[config.mk]
export PLATFORM = sky130hd
export DESIGN_NAME = unicycle_kinematic_integrator
export DESIGN_NICKNAME = d
export VERILOG_FILES = /design/src/rtl/uki_pkg.sv /design/src/rtl/unicycle_kinematic_integrator.sv /design/src/rtl/uki_ctrl.sv /design/src/rtl/uki_datapath.sv
export SDC_FILE = /design/constraint.sdc
export NUM_CORES = 2
export LEC_CHECK = 0
export BUFFER_PORTS_ARGS = -buffer_cell sky130_fd_sc_hd__buf_4
export CAP_MARGIN = 25
export CORE_MARGIN = 5
export CORE_UTILIZATION = 70
export DETAILED_ROUTE_END_ITERATION = 10
export PLACE_DENSITY_LB_ADDON = 0.3
export SLEW_MARGIN = 20
export SYNTH_ARGS = -nofsm -noshare
export SYNTH_HDL_FRONTEND = slang
export SYNTH_SLANG_ARGS = --single-unit
[constraint.sdc]
create_clock -name clk_i -period 19.7 [get_ports clk_i]
set_input_delay 0.985 -clock clk_i [delete_from_list [all_inputs] [get_ports clk_i]]
set_output_delay 0.985 -clock clk_i [all_outputs]
set_load 0.005 [all_outputs]
[src/rtl/uki_pkg.sv]
package uki_pkg;

  localparam int unsigned CfgIdxW  = 3;
  localparam int unsigned CfgDataW = 32;
  localparam int unsigned AtanMax  = 24;

  // Start vector of the rotation, 0.6072529350 in Q1.30
  localparam logic signed [33:0] CordicGain = 34'sd652032874;
  // round(2^23 / pi): radians to binary angle, scaled by 2^8
  localparam logic [21:0] RadToBam = 22'd2670177;

  localparam logic [31:0] AtanTab [AtanMax] = '{
    32'h20000000, 32'h12E4051E, 32'h09FB385B, 32'h051111D4, 32'h028B0D43, 32'h0145D7E1,
    32'h00A2F61E, 32'h00517C55, 32'h0028BE53, 32'h00145F2F, 32'h000A2F98, 32'h000517CC,
    32'h00028BE6, 32'h000145F3, 32'h0000A2FA, 32'h0000517D, 32'h000028BE, 32'h0000145F,
    32'h00000A30, 32'h00000518, 32'h0000028C, 32'h00000146, 32'h000000A3, 32'h00000051
  };

  typedef enum logic [CfgIdxW-1:0] {
    REG_MAX_SPEED  = 3'd0,
    REG_MAX_RATE   = 3'd1,
    REG_MAX_ACCEL  = 3'd2,
    REG_TIME_STEP  = 3'd3,
    REG_START_X    = 3'd4,
    REG_START_Y    = 3'd5,
    REG_START_HEAD = 3'd6
  } cfg_reg_e;

  typedef enum logic {
    OP_STEP    = 1'b0,
    OP_RESTART = 1'b1
  } opcode_e;

  typedef struct packed {
    logic               opcode;
    logic signed [15:0] throttle;
    logic signed [15:0] steering;
  } in_item_t;

  typedef struct packed {
    logic signed [31:0] pos_x;
    logic signed [31:0] pos_y;
    logic signed [15:0] heading;
    logic signed [23:0] speed;
  } out_item_t;

  typedef enum logic [3:0] {
    MUL_NONE, MUL_TGT, MUL_LIM, MUL_RATE, MUL_P1, MUL_PH, MUL_PL, MUL_DS, MUL_DX, MUL_DY
  } mul_sel_e;

  typedef enum logic [3:0] {
    ST_IDLE, ST_TGT, ST_LIM, ST_RATE, ST_SPD, ST_P1, ST_PH, ST_PL, ST_YAW,
    ST_CINIT, ST_CORD, ST_DS, ST_DX, ST_DY, ST_PY, ST_DONE
  } state_e;

  typedef struct packed {
    logic     restart;
    mul_sel_e mul_sel;
    logic     cap_tgt;
    logic     cap_lim;
    logic     cap_rate;
    logic     upd_speed;
    logic     cap_pl;
    logic     cap_acc;
    logic     upd_yaw;
    logic     cord_init;
    logic     cord_step;
    logic     cap_ds;
    logic     upd_x;
    logic     upd_y;
    logic     load_out;
  } uki_cmd_t;

  typedef struct packed {
    logic restart_req;
    logic cord_last;
  } uki_status_t;

endpackage

[src/rtl/unicycle_kinematic_integrator.sv]
// Unicycle dead-reckoning integrator.
// Input channel (in_valid_i/in_ready_o/in_data_i): one command per transfer,
// either an integrate step (throttle, steering) or a restart to the start pose.
// Output channel (out_valid_o/out_ready_i/out_data_o): one pose per command,
// in command order.
// Config channel (cfg_*): register index and data; always ready. Write only
// while idle. Unknown indexes are ignored.
// Timing: a restart result skips the computation and goes straight to the
// final step; a step result waits for the shared 26x33 multiplier sequence
// and the one-iteration-per-cycle rotation.
// One command is in flight at a time; the next is taken once the result is
// in the output register, while that result still waits for the receiver.
// A stalled receiver holds the block in its final step until the output
// register frees, so no result is lost.
// Reset: configuration returns to defaults, pose is zero, speed zero.
module unicycle_kinematic_integrator #(
  parameter int unsigned ANGLE_ITERATIONS = 16
) (
  input  logic                         clk_i,
  input  logic                         rst_ni,
  input  logic                         cfg_valid_i,
  output logic                         cfg_ready_o,
  input  logic [uki_pkg::CfgIdxW-1:0]  cfg_index_i,
  input  logic [uki_pkg::CfgDataW-1:0] cfg_data_i,
  input  logic                         in_valid_i,
  output logic                         in_ready_o,
  input  uki_pkg::in_item_t            in_data_i,
  output logic                         out_valid_o,
  input  logic                         out_ready_i,
  output uki_pkg::out_item_t           out_data_o
);
  import uki_pkg::*;

  uki_cmd_t    cmd;
  uki_status_t status;
  logic        in_xfer;

  // registers take a write in any cycle
  assign cfg_ready_o = 1'b1;
  assign in_xfer     = in_valid_i & in_ready_o;

  uki_ctrl u_ctrl (
    .clk_i       (clk_i),
    .rst_ni      (rst_ni),
    .in_valid_i  (in_valid_i),
    .in_ready_o  (in_ready_o),
    .out_valid_o (out_valid_o),
    .out_ready_i (out_ready_i),
    .status_i    (status),
    .cmd_o       (cmd)
  );

  uki_datapath #(
    .ANGLE_ITERATIONS (ANGLE_ITERATIONS)
  ) u_datapath (
    .clk_i       (clk_i),
    .rst_ni      (rst_ni),
    .cfg_we_i    (cfg_valid_i & cfg_ready_o),
    .cfg_index_i (cfg_index_i),
    .cfg_data_i  (cfg_data_i),
    .in_data_i   (in_data_i),
    .in_load_i   (in_xfer),
    .cmd_i       (cmd),
    .status_o    (status),
    .out_data_o  (out_data_o)
  );

endmodule

[src/rtl/uki_ctrl.sv]
module uki_ctrl (
  input  logic                 clk_i,
  input  logic                 rst_ni,
  input  logic                 in_valid_i,
  output logic                 in_ready_o,
  output logic                 out_valid_o,
  input  logic                 out_ready_i,
  input  uki_pkg::uki_status_t status_i,
  output uki_pkg::uki_cmd_t    cmd_o
);
  import uki_pkg::*;

  state_e state_q, state_d;
  logic   out_valid_q, out_valid_d;
  logic   in_xfer, out_free;

  assign in_ready_o  = (state_q == ST_IDLE);
  assign in_xfer     = in_valid_i & in_ready_o;
  assign out_free    = ~out_valid_q | out_ready_i;
  assign out_valid_o = out_valid_q;

  always_comb begin
    state_d = state_q;
    unique case (state_q)
      ST_IDLE:  if (in_xfer) state_d = status_i.restart_req ? ST_DONE : ST_TGT;
      ST_TGT:   state_d = ST_LIM;
      ST_LIM:   state_d = ST_RATE;
      ST_RATE:  state_d = ST_SPD;
      ST_SPD:   state_d = ST_P1;
      ST_P1:    state_d = ST_PH;
      ST_PH:    state_d = ST_PL;
      ST_PL:    state_d = ST_YAW;
      ST_YAW:   state_d = ST_CINIT;
      ST_CINIT: state_d = ST_CORD;
      ST_CORD:  if (status_i.cord_last) state_d = ST_DS;
      ST_DS:    state_d = ST_DX;
      ST_DX:    state_d = ST_DY;
      ST_DY:    state_d = ST_PY;
      ST_PY:    state_d = ST_DONE;
      ST_DONE:  if (out_free) state_d = ST_IDLE;
      default:  state_d = ST_IDLE;
    endcase
  end

  always_comb begin
    cmd_o         = '0;
    cmd_o.mul_sel = MUL_NONE;
    unique case (state_q)
      ST_IDLE:  cmd_o.restart = in_xfer & status_i.restart_req;
      ST_TGT:   cmd_o.mul_sel = MUL_TGT;
      ST_LIM: begin
        cmd_o.cap_tgt = 1'b1;
        cmd_o.mul_sel = MUL_LIM;
      end
      ST_RATE: begin
        cmd_o.cap_lim = 1'b1;
        cmd_o.mul_sel = MUL_RATE;
      end
      ST_SPD: begin
        cmd_o.cap_rate  = 1'b1;
        cmd_o.upd_speed = 1'b1;
      end
      ST_P1:    cmd_o.mul_sel = MUL_P1;
      ST_PH: begin
        cmd_o.cap_pl  = 1'b1;
        cmd_o.mul_sel = MUL_PH;
      end
      ST_PL: begin
        cmd_o.cap_acc = 1'b1;
        cmd_o.mul_sel = MUL_PL;
      end
      ST_YAW:   cmd_o.upd_yaw = 1'b1;
      ST_CINIT: begin
        cmd_o.cord_init = 1'b1;
        cmd_o.mul_sel   = MUL_DS;
      end
      ST_CORD:  cmd_o.cord_step = 1'b1;
      ST_DS:    cmd_o.cap_ds = 1'b1;
      ST_DX:    cmd_o.mul_sel = MUL_DX;
      ST_DY: begin
        cmd_o.upd_x   = 1'b1;
        cmd_o.mul_sel = MUL_DY;
      end
      ST_PY:    cmd_o.upd_y = 1'b1;
      ST_DONE:  cmd_o.load_out = out_free;
      default:  cmd_o.mul_sel = MUL_NONE;
    endcase
  end

  always_comb begin
    out_valid_d = out_valid_q;
    if (cmd_o.load_out) begin
      out_valid_d = 1'b1;
    end else if (out_ready_i) begin
      out_valid_d = 1'b0;
    end
  end

  always_ff @(posedge clk_i or negedge rst_ni) begin
    if (!rst_ni) begin
      state_q     <= ST_IDLE;
      out_valid_q <= 1'b0;
    end else begin
      state_q     <= state_d;
      out_valid_q <= out_valid_d;
    end
  end

  // a pending result is never dropped
  assert property (@(posedge clk_i) disable iff (!rst_ni)
    out_valid_q && !out_ready_i |=> out_valid_q)
    else $error("result lost while stalled");

  // no new result overwrites one still waiting
  assert property (@(posedge clk_i) disable iff (!rst_ni)
    (state_q == ST_DONE) && out_valid_q && !out_ready_i |=> state_q == ST_DONE)
    else $error("left done while output stalled");

  // rotation is always entered through its setup step
  assert property (@(posedge clk_i) disable iff (!rst_ni)
    (state_q == ST_CORD) |-> ($past(state_q) == ST_CINIT || $past(state_q) == ST_CORD))
    else $error("rotation without setup");

endmodule

[src/rtl/uki_datapath.sv]
module uki_datapath #(
  parameter int unsigned ANGLE_ITERATIONS = 16
) (
  input  logic                           clk_i,
  input  logic                           rst_ni,
  input  logic                           cfg_we_i,
  input  logic [uki_pkg::CfgIdxW-1:0]    cfg_index_i,
  input  logic [uki_pkg::CfgDataW-1:0]   cfg_data_i,
  input  uki_pkg::in_item_t              in_data_i,
  input  logic                           in_load_i,
  input  uki_pkg::uki_cmd_t              cmd_i,
  output uki_pkg::uki_status_t           status_o,
  output uki_pkg::out_item_t             out_data_o
);
  import uki_pkg::*;

  localparam int unsigned NIter = (ANGLE_ITERATIONS > AtanMax) ? AtanMax : ANGLE_ITERATIONS;

  // configuration
  logic [22:0] mls_q, ma_q;
  logic [19:0] mar_q;
  logic [15:0] dt_q;
  logic signed [31:0] sx_q, sy_q;
  logic signed [15:0] sh_q;

  always_ff @(posedge clk_i or negedge rst_ni) begin
    if (!rst_ni) begin
      mls_q <= 23'd65536;
      mar_q <= 20'd65536;
      ma_q  <= 23'd65536;
      dt_q  <= 16'd6554;
      sx_q  <= '0;
      sy_q  <= '0;
      sh_q  <= '0;
    end else if (cfg_we_i) begin
      unique case (cfg_index_i)
        REG_MAX_SPEED:  mls_q <= cfg_data_i[22:0];
        REG_MAX_RATE:   mar_q <= cfg_data_i[19:0];
        REG_MAX_ACCEL:  ma_q  <= cfg_data_i[22:0];
        REG_TIME_STEP:  dt_q  <= cfg_data_i[15:0];
        REG_START_X:    sx_q  <= cfg_data_i;
        REG_START_Y:    sy_q  <= cfg_data_i[31:0];
        REG_START_HEAD: sh_q  <= cfg_data_i[15:0];
        default: ;
      endcase
    end
  end

  // latched command
  logic signed [15:0] thr_q, str_q;
  always_ff @(posedge clk_i) begin
    if (in_load_i) begin
      thr_q <= in_data_i.throttle;
      str_q <= in_data_i.steering;
    end
  end
  assign status_o.restart_req = (in_data_i.opcode == OP_RESTART);

  // shared multiplier
  logic signed [25:0] mul_a;
  logic signed [32:0] mul_b;
  logic signed [58:0] mul_p, prod_q;
  logic signed [21:0] rate_q;
  logic [15:0] pl_q;
  logic signed [24:0] ds_q;
  logic signed [32:0] cos_q, sin_q;
  logic signed [23:0] speed_q;

  always_comb begin
    mul_a = '0;
    mul_b = '0;
    case (cmd_i.mul_sel)
      MUL_TGT: begin
        mul_a = {{10{thr_q[15]}}, thr_q};
        mul_b = {10'b0, mls_q};
      end
      MUL_LIM: begin
        mul_a = {10'b0, dt_q};
        mul_b = {10'b0, ma_q};
      end
      MUL_RATE: begin
        mul_a = {{10{str_q[15]}}, str_q};
        mul_b = {13'b0, mar_q};
      end
      MUL_P1: begin
        mul_a = {{4{rate_q[21]}}, rate_q};
        mul_b = {17'b0, dt_q};
      end
      MUL_PH: begin
        mul_a = {{4{prod_q[37]}}, prod_q[37:16]};
        mul_b = {11'b0, RadToBam};
      end
      MUL_PL: begin
        mul_a = {10'b0, pl_q};
        mul_b = {11'b0, RadToBam};
      end
      MUL_DS: begin
        mul_a = {{2{speed_q[23]}}, speed_q};
        mul_b = {17'b0, dt_q};
      end
      MUL_DX: begin
        mul_a = {ds_q[24], ds_q};
        mul_b = cos_q;
      end
      MUL_DY: begin
        mul_a = {ds_q[24], ds_q};
        mul_b = sin_q;
      end
      default: ;
    endcase
  end

  assign mul_p = mul_a * mul_b;

  always_ff @(posedge clk_i) begin
    if (cmd_i.mul_sel != MUL_NONE) prod_q <= mul_p;
  end

  // rounded views of the product, ties toward plus infinity
  logic signed [58:0] r15, r16, r30;
  assign r15 = (prod_q + 59'sd16384) >>> 15;
  assign r16 = (prod_q + 59'sd32768) >>> 16;
  assign r30 = (prod_q + 59'sd536870912) >>> 30;

  // speed slew
  logic signed [25:0] target_q;
  logic [23:0] limit_q;
  logic signed [26:0] delta, delta_c, lim_s, spd_sum;
  logic signed [23:0] speed_sat;

  always_comb begin
    lim_s   = {3'b0, limit_q};
    delta   = {target_q[25], target_q} - {{3{speed_q[23]}}, speed_q};
    delta_c = delta;
    if (delta > lim_s) delta_c = lim_s;
    if (delta < -lim_s) delta_c = -lim_s;
    spd_sum = {{3{speed_q[23]}}, speed_q} + delta_c;
    if (spd_sum > 27'sd8388607) speed_sat = 24'sh7FFFFF;
    else if (spd_sum < -27'sd8388608) speed_sat = 24'sh800000;
    else speed_sat = spd_sum[23:0];
  end

  always_ff @(posedge clk_i) begin
    if (cmd_i.cap_tgt)  target_q <= r15[25:0];
    if (cmd_i.cap_lim)  limit_q  <= r16[23:0];
    if (cmd_i.cap_rate) rate_q   <= r15[21:0];
    if (cmd_i.cap_pl)   pl_q     <= prod_q[15:0];
  end

  // heading step: (rate*dt) * RadToBam / 2^40, split at bit 16 of rate*dt
  logic signed [59:0] acc_q, ysum;
  logic signed [15:0] yaw_q;
  assign ysum = acc_q + {prod_q[58], prod_q} + (60'sd1 <<< 39);

  always_ff @(posedge clk_i) begin
    if (cmd_i.cap_acc) acc_q <= {prod_q[43:0], 16'b0};
  end

  // rotation
  logic signed [33:0] cx_q, cy_q, xs, ys, cxn, cyn;
  logic signed [32:0] cz_q, at;
  logic flip_q;
  logic [4:0] iter_q;
  logic [31:0] ang;

  assign ang = {yaw_q, 16'b0};
  assign xs  = cx_q >>> iter_q;
  assign ys  = cy_q >>> iter_q;
  assign at  = {1'b0, AtanTab[iter_q]};
  assign cxn = flip_q ? -cx_q : cx_q;
  assign cyn = flip_q ? -cy_q : cy_q;
  assign status_o.cord_last = (iter_q == 5'(NIter - 1));

  always_ff @(posedge clk_i) begin
    if (cmd_i.cord_init) begin
      flip_q <= ang[31] ^ ang[30];
      cz_q   <= {ang[30], ang[30], ang[30:0]};
      cx_q   <= CordicGain;
      cy_q   <= '0;
      iter_q <= '0;
    end else if (cmd_i.cord_step) begin
      if (!cz_q[32]) begin
        cx_q <= cx_q - ys;
        cy_q <= cy_q + xs;
        cz_q <= cz_q - at;
      end else begin
        cx_q <= cx_q + ys;
        cy_q <= cy_q - xs;
        cz_q <= cz_q + at;
      end
      iter_q <= iter_q + 5'd1;
    end
    if (cmd_i.cap_ds) begin
      ds_q  <= r16[24:0];
      cos_q <= cxn[32:0];
      sin_q <= cyn[32:0];
    end
  end

  // position, saturating
  logic signed [31:0] east_q, north_q;
  logic signed [33:0] pos_sum, pos_base;
  logic signed [31:0] pos_sat;

  always_comb begin
    pos_base = cmd_i.upd_x ? {{2{east_q[31]}}, east_q} : {{2{north_q[31]}}, north_q};
    pos_sum  = pos_base + r30[33:0];
    if (pos_sum > 34'sd2147483647) pos_sat = 32'sh7FFFFFFF;
    else if (pos_sum < -34'sd2147483648) pos_sat = 32'sh80000000;
    else pos_sat = pos_sum[31:0];
  end

  always_ff @(posedge clk_i or negedge rst_ni) begin
    if (!rst_ni) begin
      east_q  <= '0;
      north_q <= '0;
      yaw_q   <= '0;
      speed_q <= '0;
    end else if (cmd_i.restart) begin
      east_q  <= sx_q;
      north_q <= sy_q;
      yaw_q   <= sh_q;
      speed_q <= '0;
    end else begin
      if (cmd_i.upd_speed) speed_q <= speed_sat;
      if (cmd_i.upd_yaw)   yaw_q   <= yaw_q + ysum[55:40];
      if (cmd_i.upd_x)     east_q  <= pos_sat;
      if (cmd_i.upd_y)     north_q <= pos_sat;
    end
  end

  out_item_t out_q;
  always_ff @(posedge clk_i) begin
    if (cmd_i.load_out) begin
      out_q.pos_x   <= east_q;
      out_q.pos_y   <= north_q;
      out_q.heading <= yaw_q;
      out_q.speed   <= speed_q;
    end
  end
  assign out_data_o = out_q;

endmodule
==> results.txt <==
----------------------------------------------------
[Floorplan]
  Vertical extent of the die ... roughly 350 um
  Width of the die ... between 300 and 400 um
  Area of the core ... 0.116 mm^2
  Row Count ... between 100 and 150
  Top-level port count ... 180
  Die area ... about 0.12 mm^2
  Effective utilization at floorplan ... 70.4%

[Drt]
  ANT nets after route ... 0
  Detailed-route vias per instance ... approximately 6.8
  Initial drt markers ... between 8000 and 9000
  Drt first pass iters ... 9
  DRC violation count after routing ... 0
  Total via count in the routed design ... 68413
  Average wire per cell in the routed design ... approximately 27 um
  Wirelength, routed ... around 270000 um

[Setup path]
  End of the worst register-to-register path ... u_datapath.prod_q[57]$_DFFE_PP_
  Largest stage delay on the critical path ... between 800 and 900 ps
  CP required ... between 20000 and 25000 ps
  Most common cell type on the critical path ... sky130_fd_sc_hd__fa_1
  Sort of element at the end of the critical path ... flip-flop
  Nature of the critical path startpoint ... flip-flop
  Crit-path slowest cell ... sky130_fd_sc_hd__fa_1
  FF-to-FF Start ... u_ctrl.state_q[3]$_DFFE_PN0P_
  R2R cell count ... 31
  CP arrival ... approximately 11000 ps
  Crit path kind ... reg -> reg
  Critical path origin ... u_ctrl.state_q[3]$_DFFE_PN0P_
  Maximum fanout along the worst path ... 29
  Reg-to-reg slack, setup ... 8880 ps

[Timing]
  Tightest Pin Transition ... approximately 1000 ps
  Worst relative slew slack ... slightly above 30%
  Final setup vio count ... 0
  Clock Skew ... 44.3 ps
  Max-slew violations ... 0
  Setup Total Neg Slack ... 0 ps
  Unrepaired setup endpoints after global routing ... no
  Final period demand of the worst path ... between 10000 and 15000 ps
  Final hold violation count ... 0
  Fraction of the cycle the final worst path needs ... between 50 and 60%
  Peak clock frequency supported by timing ... a little over 0.09 GHz

[Clock tree]
  Post-CTS setup repair buffer count ... 0
  Post-cts hold buffer count ... 0
  Number of cells upsized or downsized after cts ... 0
  Clock buffers created by TritonCTS ... 83
  Sinks on Clock Net ... 792
  Worst skew pair latency ... approximately 700 ps
  Clock Path Buffers ... 3
  CTS HTree Levels ... 3
  Root buffer cell ... sky130_fd_sc_hd__clkbuf_16
  CTS tree ... done
  Reg clk slew, reported paths ... around 70 ps

[Synth]
  Commonest register cell after synthesis ... sky130_fd_sc_hd__edfxtp_1
  Average footprint of a synthesized cell ... around 9.6 um^2
  Count of cell types in the netlist ... 97
  Cell count after synthesis ... between 8000 and 9000
  Number of synthesized flops with an enable pin ... between 400 and 500
  Async set or reset register ratio after synthesis ... approximately 34%
  Synthesis Warnings ... 0
  Netlist area before placement ... 0.0818 mm^2
  Post-synth net total ... 10017
  Post-synthesis sequential element count ... roughly 800
  Portion of the post-synthesis area used by sequential elements ... roughly a quarter

[Place]
  Post-detailed-placement half-perimeter wirelength ... 202000 um
  PortBufs ... about 180
  Gpl congestion ... about 1.0

[Cells and area]
  Fillcell total ... approximately 8000
  Synth-to-Final Area Change ... 6.65%
  Multi-input logic area ... approximately 0.054 mm^2
  Layout cells sized above 1 ... roughly 9.8%
  Seq. cell area ... ~0.022 mm^2
  Layout net count ... between 9000 and 10000

[Flow run]
  Maximum Capacitance Violations ... 0

[Global route]
  Overflow left after global routing ... 0
  Global-route wire length before repair ... about 400000 um
  Maximum number of pins on one net before global-route repair ... approximately 110
  GRT Resource Usage Total ... between 40% and 50%
  Initial antenna violation count ... 13
  Vias in the first global route ... roughly 70000

[Hold path]
  HP Class ... in -> async

[Outcome]
  Run status ... finished clean

----------------------------------------------------
-- per-layer routing --
layer,global-route usage (%),part of all wire (%),vias to the layer above
met5,0,0.027,-
met4,26.6,8.2,10
met3,13.7,14,1276
met2,65.0,44,4866
met1,53.8,35,33385
li1,-,-,28876
-- cells in the mapped netlist, types with 21 or more instances --
master                        n  area (um^2)
sky130_fd_sc_hd__mux2i_1     46          460
sky130_fd_sc_hd__or3_1       77          482
sky130_fd_sc_hd__a22o_1      29          254
sky130_fd_sc_hd__and2_1      47          294
sky130_fd_sc_hd__ha_1       497         6220
sky130_fd_sc_hd__a21o_1     135         1010
sky130_fd_sc_hd__a31oi_1     73          457
sky130_fd_sc_hd__o21ai_0    333         1670
sky130_fd_sc_hd__nand4_1     54          338
sky130_fd_sc_hd__nor2_1     640         2400
sky130_fd_sc_hd__or4_1       21          158
sky130_fd_sc_hd__nor3_1      78          390
sky130_fd_sc_hd__a21oi_1    375         1880
sky130_fd_sc_hd__o21a_1      59          443
sky130_fd_sc_hd__a211oi_1    47          353
sky130_fd_sc_hd__xor2_1     162         1420
sky130_fd_sc_hd__o22ai_1     35          219
sky130_fd_sc_hd__o21bai_1    36          270
sky130_fd_sc_hd__edfxtp_1   432        13000
sky130_fd_sc_hd__dfrtp_1    261         6530
sky130_fd_sc_hd__xnor2_1    324         2840
sky130_fd_sc_hd__a221o_1     34          340
sky130_fd_sc_hd__nand2_1    992         3720
sky130_fd_sc_hd__nor2b_1     56          350
sky130_fd_sc_hd__a22oi_1    153         1150
sky130_fd_sc_hd__fa_1       886        17700
sky130_fd_sc_hd__and3_1      59          369
sky130_fd_sc_hd__inv_1     1104         4140
sky130_fd_sc_hd__buf_1       30          113
sky130_fd_sc_hd__mux4_2      65         1460
sky130_fd_sc_hd__nand3_1    149          746
sky130_fd_sc_hd__and4_1      30          263
sky130_fd_sc_hd__or2_2       28          175
sky130_fd_sc_hd__dfxtp_1     89         1780
sky130_fd_sc_hd__clkbuf_1   392         1470
sky130_fd_sc_hd__buf_2       26          130
sky130_fd_sc_hd__nand2b_1    84          526
sky130_fd_sc_hd__mux2_2     215         2420
sky130_fd_sc_hd__o31ai_1     40          300
sky130_fd_sc_hd__a221oi_1    31          272
-- registers in the layout, summed over array words and instances, names as in the netlist, 24 cells and up --
register               count
u_datapath.cx_q           34
u_datapath.target_q       26
u_datapath.cos_q          33
u_datapath.sy_q           32
u_datapath.speed_q        24
u_datapath.out_data_o    104
u_datapath.sx_q           32
u_datapath.cy_q           34
u_datapath.ds_q           25
u_datapath.cz_q           33
u_datapath.east_q         32
u_datapath.north_q        32
u_datapath.acc_q          40
u_datapath.limit_q        24
u_datapath.sin_q          33
u_datapath.prod_q         59
-- critical path, delay by kind of cell (launching register included) --
family / cells / cell delay [ps]
xor gates and xnor gates: 1 / 80
buffers and inverters: 9 / 2550
AOI/OAI and AO/OA: 9 / 1360
DFF: 1 / 630
adders and majority gates: 8 / 4520
and+or+nand+nor: 4 / 1320
-- stage by stage --
step	hold WS, ps	setup slack, ps	instances	instance area [um^2]	utilization, %
6_report	369	8880	10110	87300	75.1
5_1_grt	428	8640	10105	87300	75.1
4_1_cts	374	9280	10098	87200	75.0
3_5_place_dp	447	9330	9942	84500	72.7
3_3_place_gp	439	9170	9939	84500	72.7
2_1_floorplan	421	9790	8561	81800	-
-- worst max-delay path by stage --
stage                     slack (ps)                         endpoint  cells after the start
after floorplan                 9790  u_datapath.prod_q[57]$_DFFE_PP_                     29
after global routing            8640  u_datapath.prod_q[57]$_DFFE_PP_                     31
final                           8880  u_datapath.prod_q[57]$_DFFE_PP_                     31
after detailed placement        9330  u_datapath.prod_q[57]$_DFFE_PP_                     31
after global placement          9170  u_datapath.prod_q[57]$_DFFE_PP_                     29
after CTS                       9280  u_datapath.prod_q[57]$_DFFE_PP_                     31
-- logic make-up (layout without fill, tap and decap cells) --
logic type                 Yosys count  count (layout)  share of synthesized area, %
and+or+nand+nor                   2381            2381                          13.1
DFF                                792             792                          26.3
AOI/OAI and AO/OA                 1604            1604                          13.0
xor gates and xnor gates           487             487                          5.23
other                                1               6                       0.00458
muxes                              336             336                          5.63
adders and majority gates         1383            1383                          29.3
buffers and inverters             1577            1597                          7.45
-- layout by cell type (no fill, tap or decap), types with 84 or more instances in the layout --
cell type	count
sky130_fd_sc_hd__inv_1	1102
sky130_fd_sc_hd__nand2_1	990
sky130_fd_sc_hd__fa_1	886
sky130_fd_sc_hd__nor2_1	630
sky130_fd_sc_hd__ha_1	497
sky130_fd_sc_hd__edfxtp_1	432
sky130_fd_sc_hd__a21oi_1	375
sky130_fd_sc_hd__o21ai_0	333
sky130_fd_sc_hd__xnor2_1	324
sky130_fd_sc_hd__buf_4	324
sky130_fd_sc_hd__dfrtp_1	261
sky130_fd_sc_hd__mux2_2	215
sky130_fd_sc_hd__xor2_1	162
sky130_fd_sc_hd__a22oi_1	151
sky130_fd_sc_hd__nand3_1	145
sky130_fd_sc_hd__a21o_1	135
sky130_fd_sc_hd__nand2b_1	84
sky130_fd_sc_hd__clkbuf_16	84
sky130_fd_sc_hd__dfxtp_1	84
-- cell type report --
| class | instances | share of cell area, % |
|---|---|---|
| clock inverters | 46 | 0.522 |
| flip-flops and latches | 792 | 24.7 |
| inverters | 1108 | 4.76 |
| well taps | 1524 | 2.18 |
| clock buffers | 110 | 2.54 |
| repair buffers | 333 | 2.93 |
| multi-input cells | 6192 | 62.3 |
| diodes | 5 | 0.0143 |
Power is left out: the tool's default activity adds up to more than one toggle a clock period on the data nets, which glitch-free logic cannot reach.
